**src/hdl/pta_pkg.sv**
```systemverilog
package pta_pkg;

  // primitive type codes
  localparam logic [3:0] PRIM_POINTS     = 4'd0;
  localparam logic [3:0] PRIM_LINES      = 4'd1;
  localparam logic [3:0] PRIM_TRIANGLES  = 4'd4;
  localparam logic [3:0] PRIM_TRI_STRIP  = 4'd5;
  localparam logic [3:0] PRIM_TRI_FAN    = 4'd6;
  localparam logic [3:0] PRIM_QUADS      = 4'd7;
  localparam logic [3:0] PRIM_QUAD_STRIP = 4'd8;
  localparam logic [3:0] PRIM_POLYGON    = 4'd9;

  localparam int TYPE_BITS  = 4;
  localparam int CORNERS    = 3;
  localparam int TRI_BITS   = 32;
  localparam int TUSER_BITS = TYPE_BITS + 1;

  localparam int LOCAL_BITS_DEF = 16;
  localparam int POS_BITS_DEF   = 24;

  // corner slot indices
  localparam logic [1:0] SLOT_A = 2'd0;
  localparam logic [1:0] SLOT_B = 2'd1;
  localparam logic [1:0] SLOT_C = 2'd2;

  typedef struct packed {
    logic             first;
    logic [TYPE_BITS-1:0] prim_type;
  } vtx_ctrl_t;

endpackage

```
**src/hdl/pta_assembler.sv**
```systemverilog
module pta_assembler
  import pta_pkg::*;
#(
  parameter int LOCAL_BITS = LOCAL_BITS_DEF,
  parameter int POS_BITS   = POS_BITS_DEF
) (
  input  logic                  clk,
  input  logic                  rst_n,
  input  logic                  go,
  input  vtx_ctrl_t             ctrl,
  input  logic [POS_BITS-1:0]   pos,
  output logic                  emit,
  output logic [TRI_BITS-1:0]   tri_num,
  output logic [LOCAL_BITS-1:0] loc_a,
  output logic [LOCAL_BITS-1:0] loc_b,
  output logic [LOCAL_BITS-1:0] loc_c,
  output logic [POS_BITS-1:0]   pos_a,
  output logic [POS_BITS-1:0]   pos_b,
  output logic [POS_BITS-1:0]   pos_c
);

  logic [LOCAL_BITS-1:0] sl_r   [CORNERS];
  logic [POS_BITS-1:0]   sp_r   [CORNERS];
  logic [LOCAL_BITS-1:0] sl_nxt [CORNERS];
  logic [POS_BITS-1:0]   sp_nxt [CORNERS];
  logic [LOCAL_BITS-1:0] vcnt_r, vcnt_nxt;
  logic [1:0]            ph3_r, ph3_nxt;
  logic [TRI_BITS-1:0]   tcnt_r;
  logic [TYPE_BITS-1:0]  cur_r, cur_nxt;

  logic [LOCAL_BITS-1:0] v;
  logic [1:0]            ph;
  logic                  v_small;
  logic                  emit_c;

  always_comb begin
    cur_nxt = ctrl.first ? ctrl.prim_type : cur_r;
    v       = ctrl.first ? '0 : vcnt_r;
    ph      = ctrl.first ? SLOT_A : ph3_r;
    v_small = (v < LOCAL_BITS'(3));
    vcnt_nxt = v + LOCAL_BITS'(1);
    // phase of v mod 3 restarts when the vertex count wraps
    if (&v || ph == SLOT_C) ph3_nxt = SLOT_A;
    else ph3_nxt = ph + 2'd1;

    for (int k = 0; k < CORNERS; k++) begin
      sl_nxt[k] = sl_r[k];
      sp_nxt[k] = sp_r[k];
    end
    emit_c = 1'b0;

    case (cur_nxt)
      PRIM_TRIANGLES: begin
        sl_nxt[ph] = v;
        sp_nxt[ph] = pos;
        emit_c = (ph == SLOT_C);
      end
      PRIM_QUADS: begin
        if (v[1:0] != 2'd3) begin
          sl_nxt[v[1:0]] = v;
          sp_nxt[v[1:0]] = pos;
          emit_c = (v[1:0] == SLOT_C);
        end else begin
          sl_nxt[SLOT_B] = sl_r[SLOT_C];
          sp_nxt[SLOT_B] = sp_r[SLOT_C];
          sl_nxt[SLOT_C] = v;
          sp_nxt[SLOT_C] = pos;
          emit_c = 1'b1;
        end
      end
      PRIM_TRI_STRIP, PRIM_QUAD_STRIP: begin
        if (v_small) begin
          sl_nxt[v[1:0]] = v;
          sp_nxt[v[1:0]] = pos;
          emit_c = (v[1:0] == SLOT_C);
        end else begin
          // alternate winding: odd vertex replaces corner A, even replaces B
          if (v[0]) begin
            sl_nxt[SLOT_A] = sl_r[SLOT_C];
            sp_nxt[SLOT_A] = sp_r[SLOT_C];
          end else begin
            sl_nxt[SLOT_B] = sl_r[SLOT_C];
            sp_nxt[SLOT_B] = sp_r[SLOT_C];
          end
          sl_nxt[SLOT_C] = v;
          sp_nxt[SLOT_C] = pos;
          // drop degenerate triangles
          emit_c = !(sp_nxt[SLOT_A] == sp_nxt[SLOT_B] ||
                     sp_nxt[SLOT_A] == sp_nxt[SLOT_C] ||
                     sp_nxt[SLOT_B] == sp_nxt[SLOT_C]);
        end
      end
      PRIM_TRI_FAN, PRIM_POLYGON: begin
        if (v_small) begin
          sl_nxt[v[1:0]] = v;
          sp_nxt[v[1:0]] = pos;
          emit_c = (v[1:0] == SLOT_C);
        end else begin
          sl_nxt[SLOT_B] = sl_r[SLOT_C];
          sp_nxt[SLOT_B] = sp_r[SLOT_C];
          sl_nxt[SLOT_C] = v;
          sp_nxt[SLOT_C] = pos;
          emit_c = 1'b1;
        end
      end
      default: begin
        emit_c = 1'b0;
      end
    endcase
  end

  always_ff @(posedge clk) begin
    if (!rst_n) begin
      for (int k = 0; k < CORNERS; k++) begin
        sl_r[k] <= '0;
        sp_r[k] <= '0;
      end
      vcnt_r <= '0;
      ph3_r  <= SLOT_A;
      tcnt_r <= '0;
      cur_r  <= PRIM_POINTS;
    end else if (go) begin
      for (int k = 0; k < CORNERS; k++) begin
        sl_r[k] <= sl_nxt[k];
        sp_r[k] <= sp_nxt[k];
      end
      vcnt_r <= vcnt_nxt;
      ph3_r  <= ph3_nxt;
      cur_r  <= cur_nxt;
      if (emit_c) tcnt_r <= tcnt_r + TRI_BITS'(1);
    end
  end

  assign emit    = emit_c;
  assign tri_num = tcnt_r;
  assign loc_a   = sl_nxt[SLOT_A];
  assign loc_b   = sl_nxt[SLOT_B];
  assign loc_c   = sl_nxt[SLOT_C];
  assign pos_a   = sp_nxt[SLOT_A];
  assign pos_b   = sp_nxt[SLOT_B];
  assign pos_c   = sp_nxt[SLOT_C];

  a_tcnt_step: assert property (@(posedge clk) disable iff (!rst_n)
    go && emit_c |=> tcnt_r == $past(tcnt_r) + TRI_BITS'(1))
    else $error("triangle number did not advance on emit");

  a_vcnt_first: assert property (@(posedge clk) disable iff (!rst_n)
    go && ctrl.first |=> vcnt_r == LOCAL_BITS'(1))
    else $error("vertex count not restarted on primitive start");

  a_phase_range: assert property (@(posedge clk) disable iff (!rst_n)
    ph3_r != 2'd3)
    else $error("triangle phase out of range");

endmodule

```
**src/hdl/primitive_triangle_assembler_top.sv**
```systemverilog
// Triangle assembler: takes one vertex per clock (position index in tdata,
// primitive type and first-of-primitive flag in tuser) and emits at most one
// triangle per vertex with its running number, local vertex numbers and
// position indices. A vertex passes an input register, the triangulation
// logic and an output register, which holds each result on out_tvalid
// until it is taken. One vertex is taken every cycle while the output
// side keeps up; the output register stall is the only thing that holds
// the input. Points, lines, unknown codes, short primitives, incomplete
// trailing triangles, trailing quads of fewer than three vertices, and
// degenerate strip triangles emit nothing.
module primitive_triangle_assembler_top
  import pta_pkg::*;
#(
  parameter int LOCAL_BITS = LOCAL_BITS_DEF,
  parameter int POS_BITS   = POS_BITS_DEF,
  localparam int IN_DW     = ((POS_BITS + 7) / 8) * 8,
  localparam int OUT_RAW_W = TRI_BITS + 3 * LOCAL_BITS + 3 * POS_BITS,
  localparam int OUT_DW    = ((OUT_RAW_W + 7) / 8) * 8
) (
  input  logic                  clk,
  input  logic                  rst_n,
  input  logic                  in_tvalid,
  output logic                  in_tready,
  input  logic [IN_DW-1:0]      in_tdata,   // position_index
  input  logic [TUSER_BITS-1:0] in_tuser,   // prim_type, first_of_prim
  output logic                  out_tvalid,
  input  logic                  out_tready,
  output logic [OUT_DW-1:0]     out_tdata   // triangle_number, local_a, local_b,
                                            // local_c, pos_a, pos_b, pos_c
);

  logic                  s1_valid_r;
  vtx_ctrl_t             s1_ctrl_r;
  logic [POS_BITS-1:0]   s1_pos_r;
  logic                  out_valid_r;
  logic [OUT_RAW_W-1:0]  out_data_r, out_data_nxt;

  logic                  adv, go, emit;
  logic [TRI_BITS-1:0]   tri_num;
  logic [LOCAL_BITS-1:0] loc_a, loc_b, loc_c;
  logic [POS_BITS-1:0]   pos_a, pos_b, pos_c;

  assign adv       = !out_valid_r || out_tready;
  assign go        = s1_valid_r && adv;
  assign in_tready = !s1_valid_r || adv;

  always_ff @(posedge clk) begin
    if (!rst_n) begin
      s1_valid_r <= 1'b0;
    end else if (in_tvalid && in_tready) begin
      s1_valid_r <= 1'b1;
    end else if (adv) begin
      s1_valid_r <= 1'b0;
    end
  end

  always_ff @(posedge clk) begin
    if (in_tvalid && in_tready) begin
      s1_ctrl_r.prim_type <= in_tuser[TYPE_BITS-1:0];
      s1_ctrl_r.first     <= in_tuser[TYPE_BITS];
      s1_pos_r            <= in_tdata[POS_BITS-1:0];
    end
  end

  pta_assembler #(
    .LOCAL_BITS (LOCAL_BITS),
    .POS_BITS   (POS_BITS)
  ) u_asm (
    .clk     (clk),
    .rst_n   (rst_n),
    .go      (go),
    .ctrl    (s1_ctrl_r),
    .pos     (s1_pos_r),
    .emit    (emit),
    .tri_num (tri_num),
    .loc_a   (loc_a),
    .loc_b   (loc_b),
    .loc_c   (loc_c),
    .pos_a   (pos_a),
    .pos_b   (pos_b),
    .pos_c   (pos_c)
  );

  assign out_data_nxt = {pos_c, pos_b, pos_a, loc_c, loc_b, loc_a, tri_num};

  always_ff @(posedge clk) begin
    if (!rst_n) begin
      out_valid_r <= 1'b0;
    end else if (adv) begin
      out_valid_r <= go && emit;
    end
  end

  always_ff @(posedge clk) begin
    if (adv && go && emit) out_data_r <= out_data_nxt;
  end

  assign out_tvalid = out_valid_r;
  assign out_tdata  = OUT_DW'(out_data_r);

  a_hold_stall: assert property (@(posedge clk) disable iff (!rst_n)
    out_valid_r && !out_tready |=> out_valid_r && $stable(out_data_r))
    else $error("stalled request lost");

  a_newest_corner: assert property (@(posedge clk) disable iff (!rst_n)
    out_valid_r |->
      out_data_r[TRI_BITS+3*LOCAL_BITS-1 -: LOCAL_BITS] >
        out_data_r[TRI_BITS+LOCAL_BITS-1 -: LOCAL_BITS] &&
      out_data_r[TRI_BITS+3*LOCAL_BITS-1 -: LOCAL_BITS] >
        out_data_r[TRI_BITS+2*LOCAL_BITS-1 -: LOCAL_BITS])
    else $error("third corner is not the newest vertex");

  a_no_early_result: assert property (@(posedge clk) disable iff (!rst_n)
    !s1_valid_r && !out_valid_r |=> !out_valid_r)
    else $error("result without a vertex");

endmodule
```
**config.mk**
```make
export PLATFORM = sky130hd
export DESIGN_NAME = primitive_triangle_assembler_top
export DESIGN_NICKNAME = d
export VERILOG_FILES = /design/src/hdl/pta_pkg.sv /design/src/hdl/pta_assembler.sv /design/src/hdl/primitive_triangle_assembler_top.sv
export SDC_FILE = /design/constraint.sdc
export NUM_CORES = 1
export LEC_CHECK = 0
export BUFFER_PORTS_ARGS = -buffer_cell sky130_fd_sc_hd__buf_2
export CORE_UTILIZATION = 45
export CTS_BUF_LIST = sky130_fd_sc_hd__clkbuf_16
export DETAILED_ROUTE_END_ITERATION = 8
export PLACE_DENSITY = 0.75
export SLEW_MARGIN = 10
export SYNTH_ARGS = -nofsm -noshare
export SYNTH_HDL_FRONTEND = slang
export SYNTH_SLANG_ARGS = --single-unit
```
**constraint.sdc**
```tcl
create_clock -name clk -period 6 [get_ports clk]
set_input_delay 1.2 -clock clk [delete_from_list [all_inputs] [get_ports clk]]
set_output_delay 1.2 -clock clk [all_outputs]
set_load 0.03 [all_outputs]
```
======== Word-level counts from Yosys, hierarchy flattened ========
Memory sizes are Yosys's and may differ from the RTL's.
Index checks and enable logic that the tools add are counted.
word-level totals
  memories kept ........................... 2
  register bits ........................... 237
  logic and storage cells ................. 112
  memory bits (writable) .................. 120
operators by class
  $add $sub $neg .......................... 3
  bitwise operators ....................... 8
  reduce and logical (&&, ||, !) cells .... 20
  order comparisons ....................... 5
  muxes and demuxes ....................... 52
  equal/unequal tests ..................... 12
memory list
  name        depth  width  read ports  clocked after Yosys merged registers in  wr ports  line                 RTL
  u_asm.sp_r  3      24     3           0                                        3         pta_assembler.sv:23  logic [POS_BITS-1:0] sp_r [CORNERS];
  u_asm.sl_r  3      16     3           0                                        3         pta_assembler.sv:22  logic [LOCAL_BITS-1:0] sl_r [CORNERS];
operators with widths
  kind                                                                            number
  24-bit 2-to-1 mux                                                               13
  72-bit case mux with 4 select lines                                             1
  48-bit case mux with 4 select lines                                             1
  16-bit 2-to-1 mux                                                               10
  72-bit bitwise mux                                                              2
  48-bit 2-to-1 mux                                                               3
  48-bit bitwise mux                                                              2
  24-bit demux with 2-bit select                                                  2
  24-bit == test                                                                  3
  72-bit 2-to-1 mux                                                               1
  16-bit demux with 2-bit select                                                  2
  32-bit 2-to-1 mux                                                               2
  32-bit by 1-bit adder with 32-bit output (second input constant)                1
  16-bit by 1-bit adder with 16-bit output (second input constant)                1
  4-bit by 3-bit == test with 1-bit output (second input constant)                4
  16-bit by 2-bit less-than comparator with 1-bit output (second input constant)  1
  16-bit AND reduction                                                            1
  1-bit 2-to-1 mux                                                                9
  4-bit == test (second input constant)                                           2
  1-bit logical AND                                                               7
  3-bit greater-or-equal comparator (second input constant)                       2
  3-bit by 1-bit less-than comparator with 1-bit output (second input constant)   2
  2-bit NOT with 3-bit output                                                     2
  1-bit OR                                                                        6
  11 further kinds                                                                20

======== Depth between registers and ports, before layout ========
  word-level depth ........................ 11
  depth in mapped cells ................... 15
  gate-level depth less buffers ........... 10

======== Modules after synthesis ========
A second synthesis with hierarchy kept.
second synthesis, totals
  cell total of the unflattened synthesis .. 1456
  area total of the unflattened synthesis .. 16913.7 sq um
modules (own cells, without submodules)
  module                            cells an instance  instances  area each (sq um)  sequential area each (sq um)
  pta_assembler                     1262               1          11365.9            4684.5
  primitive_triangle_assembler_top  194                1          5547.8             5475.3

======== Least setup slack after synthesis ========
OpenSTA, ideal clock, no wires.
  path type ............................... input port to flip-flop
  from .................................... input port out_tready
  to ...................................... memory u_asm.sl_r[0][0] in the netlist's numbering (enable)
  buffers on the path ..................... 2
  setup slack ............................. 0.864 ns
  setup time .............................. 1.058 ns
  stages on the path ...................... 5
  data required time ...................... 4.942 ns
  arrival time ............................ 4.078 ns
  path through ............................ nor2b_1 > nand2b_1 > clkbuf_1 > clkbuf_1 > nand2_1
RTL lines
  element             line                                    RTL
  start: declaration  primitive_triangle_assembler_top.sv:27  input logic out_tready,
  end: declaration    pta_assembler.sv:22

======== Worst setup path after layout ========
  from .................................... register u_asm.vcnt_r[0]
  to ...................................... register out_data_r[61], in the netlist out_tdata[61] (enable)
on the way
  cells in the longest elaborated chain, start to end .. 11
  elaborated cells between the ends (all ways) .. 21
RTL lines
  element                                   line                                      RTL
  start: declaration                        pta_assembler.sv:26                       logic [LOCAL_BITS-1:0] vcnt_r, vcnt_nxt;
  start signal: assignment                  pta_assembler.sv:127                      vcnt_r <= vcnt_nxt;
  16-bit 2-to-1 mux *                       pta_assembler.sv:38                       v = ctrl.first ? '0 : vcnt_r;
  24-bit 2-to-1 mux                         pta_assembler.sv:78                       if (v[0]) begin
  24-bit 2-to-1 mux                         pta_assembler.sv:72                       if (v_small) begin
  24-bit 2-to-1 mux                         pta_assembler.sv:52                       case (cur_nxt)
  24-bit == test, on equally long branches  pta_assembler.sv:88, pta_assembler.sv:89
  1-bit logical OR                          pta_assembler.sv:88                       emit_c = !(sp_nxt[SLOT_A] == sp_nxt[SLOT_B] ||
  1-bit logical OR                          pta_assembler.sv:89                       sp_nxt[SLOT_A] == sp_nxt[SLOT_C] ||
  1-bit logical NOT                         pta_assembler.sv:88
  1-bit 2-to-1 mux                          pta_assembler.sv:72
  1-bit case mux with 4 select lines *      pta_assembler.sv:52
  1-bit logical AND *                       primitive_triangle_assembler_top.sv:95    if (adv && go && emit) out_data_r <= out_data_nxt;
  end signal: assignment                    primitive_triangle_assembler_top.sv:95
  end: declaration                          primitive_triangle_assembler_top.sv:36    logic [OUT_RAW_W-1:0] out_data_r, out_data_nxt;
Mark *: on every way between the ends. The rest lies on a longest branch, timed or not. The select of a mux whose other input is x is not followed.
A chain may end at the register's enable or synchronous reset.

==> results.cfg <==
[status]
outcome = finished with violations
violations = design-rule violations

[logic_synthesis]
synthAdderAreaFrac_pct = 0.471
yosysSeqAreaShare_pct = 54.7
synth_compound_area_share_pct = 16.9
synth_ff_type = edfxtp_1
yosys_warnings = 0
synth.avg_cell_area_um2 = 10.5
yosysUniqueCellTypes = 82
synth_edf_count = 301
ys_seq_elements = 357
synth-xor-area-share_pct = 2.40
synth_top_family_by_area = simple AND/OR/NAND/NOR gates
synth-simple-area-share_pct = 17.2
async_flop_share_pct = 0
syn_inst = 1776
synth_area_mm2 = 0.0186
synthMuxAreaShare_pct = 2.62
syn-num-nets = 1816

[critical_path]
crit_family = simple AND/OR/NAND/NOR gates
r2r_setup_slack_ns = 1.59
cp_slowest_cell = inv_4
path_buf_inv = 3
crit_type = reg2reg
ff2ff_path_depth = 10
critPathLaunchType = register
r2r-end = out_tdata[61]
endpoint = out_tdata[61]
critPathLaunch = u_asm.vcnt_r[0]
cp.depth = 10
crit_chain = nand2b_1, inv_4, nand2_1, and3_1, a2111oi_0, nand4_1, or2_1, a21oi_4, inv_6, buf_4
cp-end-kind = register
r2r-start = u_asm.vcnt_r[0]
worst_ep_required_time_ns = 6.27
cpPeakStageDelay_ns = 0.57
worstPathArrival_ns = 4.68
path_max_fanout = 91

[routing]
wire_per_inst_um = 23.3
ant_nets = 0
drt_iter0_drc = 1974
drc = 6
via_per_inst = 6.25
drt-total-wl_um = 56300
vias = 15100
dr.pass1.iters = 9

[floorplanning]
coreArea_mm2 = 0.0408
io_pins = 187
start_util_pct = 45.5
die_w_um = 205
die_h_um = 205
rows = 74
die_area_mm2 = 0.0421

[clock_network]
path_clk_slew_ns = 0.06
clk_path_buf_depth = 3
cts-root-buf = clkbuf_16
worstSkewPairLatency_ns = 0.55
cts_tree = done
cts-resized-gates = 0
ctsHoldBuffers = 0
cts_made_buffers = 38
cts-htree-levels = 2
cts.sinks = 357
post-cts-setup-buffers = 0

[cells_and_area]
fillers = 3639
stdcell_area_mm2 = 0.0210
areaGrowthSynthToFinish_pct = 12.9
drive_gt1_share_pct = 16.0
layout.cells.non_filler = 2419
utilization_pct = 51.4
nets = 1898

[global_route]
antenna_found_initial = 0
gr-total-overflow = 0
track_usage_pct = 26.4
grt_pass1_vias = 14100
grt_max_degree = 93
grt_pass1_wl_um = 85300

[timing]
max-slew-margin-rel_pct = 27.9
fmax_ghz = 0.227
finClkSkew_ns = 0.0218
hold_viol = 0
fin_tns_setup_ns = 0
tightest_slew_ns = 1.08
period_needed_ns = 4.41
min_period_over_period_pct = 73.6
setup_violations = 0
grt_setup_unrepaired = false
slew_viol_final = 0

[worst_hold_path]
hold_path.class = reg2reg
hold_path_startpoint = u_asm.tri_num[31]

[placement]
io_buffers = 186
gp_congestion = 0.998
dp_hpwl_um = 37500
place_area_mm2 = 0.0197
place_inst = 2350

[power]
vdd_drop_max_mv = 0.210
power_frac_clock_pct = 40.1
power_density_mw_per_mm2 = 287
comb_power_share_pct = 10.9
power_frac_seq_pct = 49.0
p_switching_mw = 1.60
p_sw_share_pct = 26.6
p_leak_nw = 8.01
internal-power_mw = 4.43

[job]
cap_violations = 0
## synthesized netlist by cell type, types with 10 or more instances
library cell | number | share of area (%)
o221ai_1 | 10 | 0.47
o211a_1 | 23 | 1.2
nand3_1 | 81 | 2.2
nand2b_1 | 60 | 2.0
a221oi_1 | 31 | 1.5
nor2b_1 | 61 | 2.1
a21oi_1 | 77 | 2.1
o21a_1 | 19 | 0.77
buf_2 | 23 | 0.62
nand2_1 | 208 | 4.2
and4_1 | 11 | 0.52
xor2_1 | 21 | 0.99
and3_1 | 24 | 0.81
a222oi_1 | 54 | 2.9
inv_1 | 91 | 1.8
nand4_1 | 25 | 0.84
nor2_1 | 111 | 2.2
o311ai_0 | 24 | 1.1
nor4_1 | 11 | 0.37
xnor2_1 | 30 | 1.4
o21ai_0 | 50 | 1.3
and2_1 | 25 | 0.84
edfxtp_1 | 301 | 49
dfxtp_1 | 56 | 6.0
o31ai_1 | 20 | 0.81
clkbuf_1 | 129 | 2.6
mux2i_1 | 42 | 2.3
## power groups by stage
stage / logic (mW) / clock network (mW) / registers (mW)
final: 0.659 / 2.42 / 2.95
after global routing: 0.716 / 2.55 / 2.95
after CTS: 0.650 / 2.47 / 2.94
after detailed placement: 0.644 / 0 / 2.99
after global placement: 0.635 / 0 / 2.99
after floorplan: 0.503 / 0 / 2.90
## placed cells by master (no fill, tap or decap), types with 25 or more instances in the layout
| cell | synthesis | routed |
|---|---|---|
| nor2b_1 | 61 | 61 |
| nand3_1 | 81 | 81 |
| a222oi_1 | 54 | 54 |
| xnor2_1 | 30 | 30 |
| and2_1 | 25 | 25 |
| nor2_1 | 111 | 111 |
| o21ai_0 | 50 | 49 |
| inv_1 | 91 | 98 |
| nand4_1 | 25 | 25 |
| a21oi_1 | 77 | 76 |
| nand2b_1 | 60 | 60 |
| nand2_1 | 208 | 205 |
| clkbuf_16 | 0 | 39 |
| mux2i_1 | 42 | 42 |
| a221oi_1 | 31 | 31 |
| dfxtp_1 | 56 | 56 |
| buf_2 | 23 | 186 |
| edfxtp_1 | 301 | 301 |
## routing by layer
layer	GRT usage, %	vias up	routed length [um]
met5	0	-	0
met1	39.1	7430	24400
met3	4.51	81	5660
li1	-	6750	-
met2	39.2	855	25000
met4	8.39	0	1260
## per-stage QoR
step / worst slack (ns) / hold slack, ns / power (mW)
6_report: 1.59 / 0.462 / 6.03
5_1_grt: 1.25 / 0.477 / 6.22
4_1_cts: 1.55 / 0.462 / 6.06
3_5_place_dp: 1.57 / 0.446 / 3.64
3_3_place_gp: 1.79 / 0.438 / 3.63
2_1_floorplan: 0.864 / 0.406 / 3.40
## registers in the layout (all words and copies together), names as in the netlist, 2 cells and up
register       flops
out_tdata        152
u_asm.cur_r        4
s1_ctrl_r          5
u_asm.sl_r        48
u_asm.tri_num     32
u_asm.sp_r        72
u_asm.ph3_r        2
u_asm.vcnt_r      16
s1_pos_r          24
## cells by family after synthesis
kind of cell / Yosys count
flip-flops: 357
AO/OA/AOI/OAI: 408
buffers and inverters: 261
AND/OR/NAND/NOR: 645
XOR/XNOR: 51
multiplexers: 47
adder cells (fa/ha/maj): 7
## cell type report
type / count / area, um^2 / area share [%]
flip-flops and latches: 357 / 10200 / 48.4
well taps: 532 / 666 / 3.17
repair buffers: 210 / 1110 / 5.29
clock inverters: 29 / 303 / 1.44
inverters: 93 / 357 / 1.70
diodes: 1 / 2.50 / 0.0119
clock buffers: 39 / 976 / 4.65
multi-input cells: 1158 / 7410 / 35.3
## worst min path at each step
stage,end,slack [ns],cells past startpoint
finish,out_tdata[31],0.46,0
global placement,out_tdata[31],0.44,0
detailed placement,out_tdata[31],0.45,0
global route,out_tdata[31],0.48,0
floorplan,out_tdata[2],0.41,0
CTS,out_tdata[31],0.46,0
(Power assumes the default switching activity.)
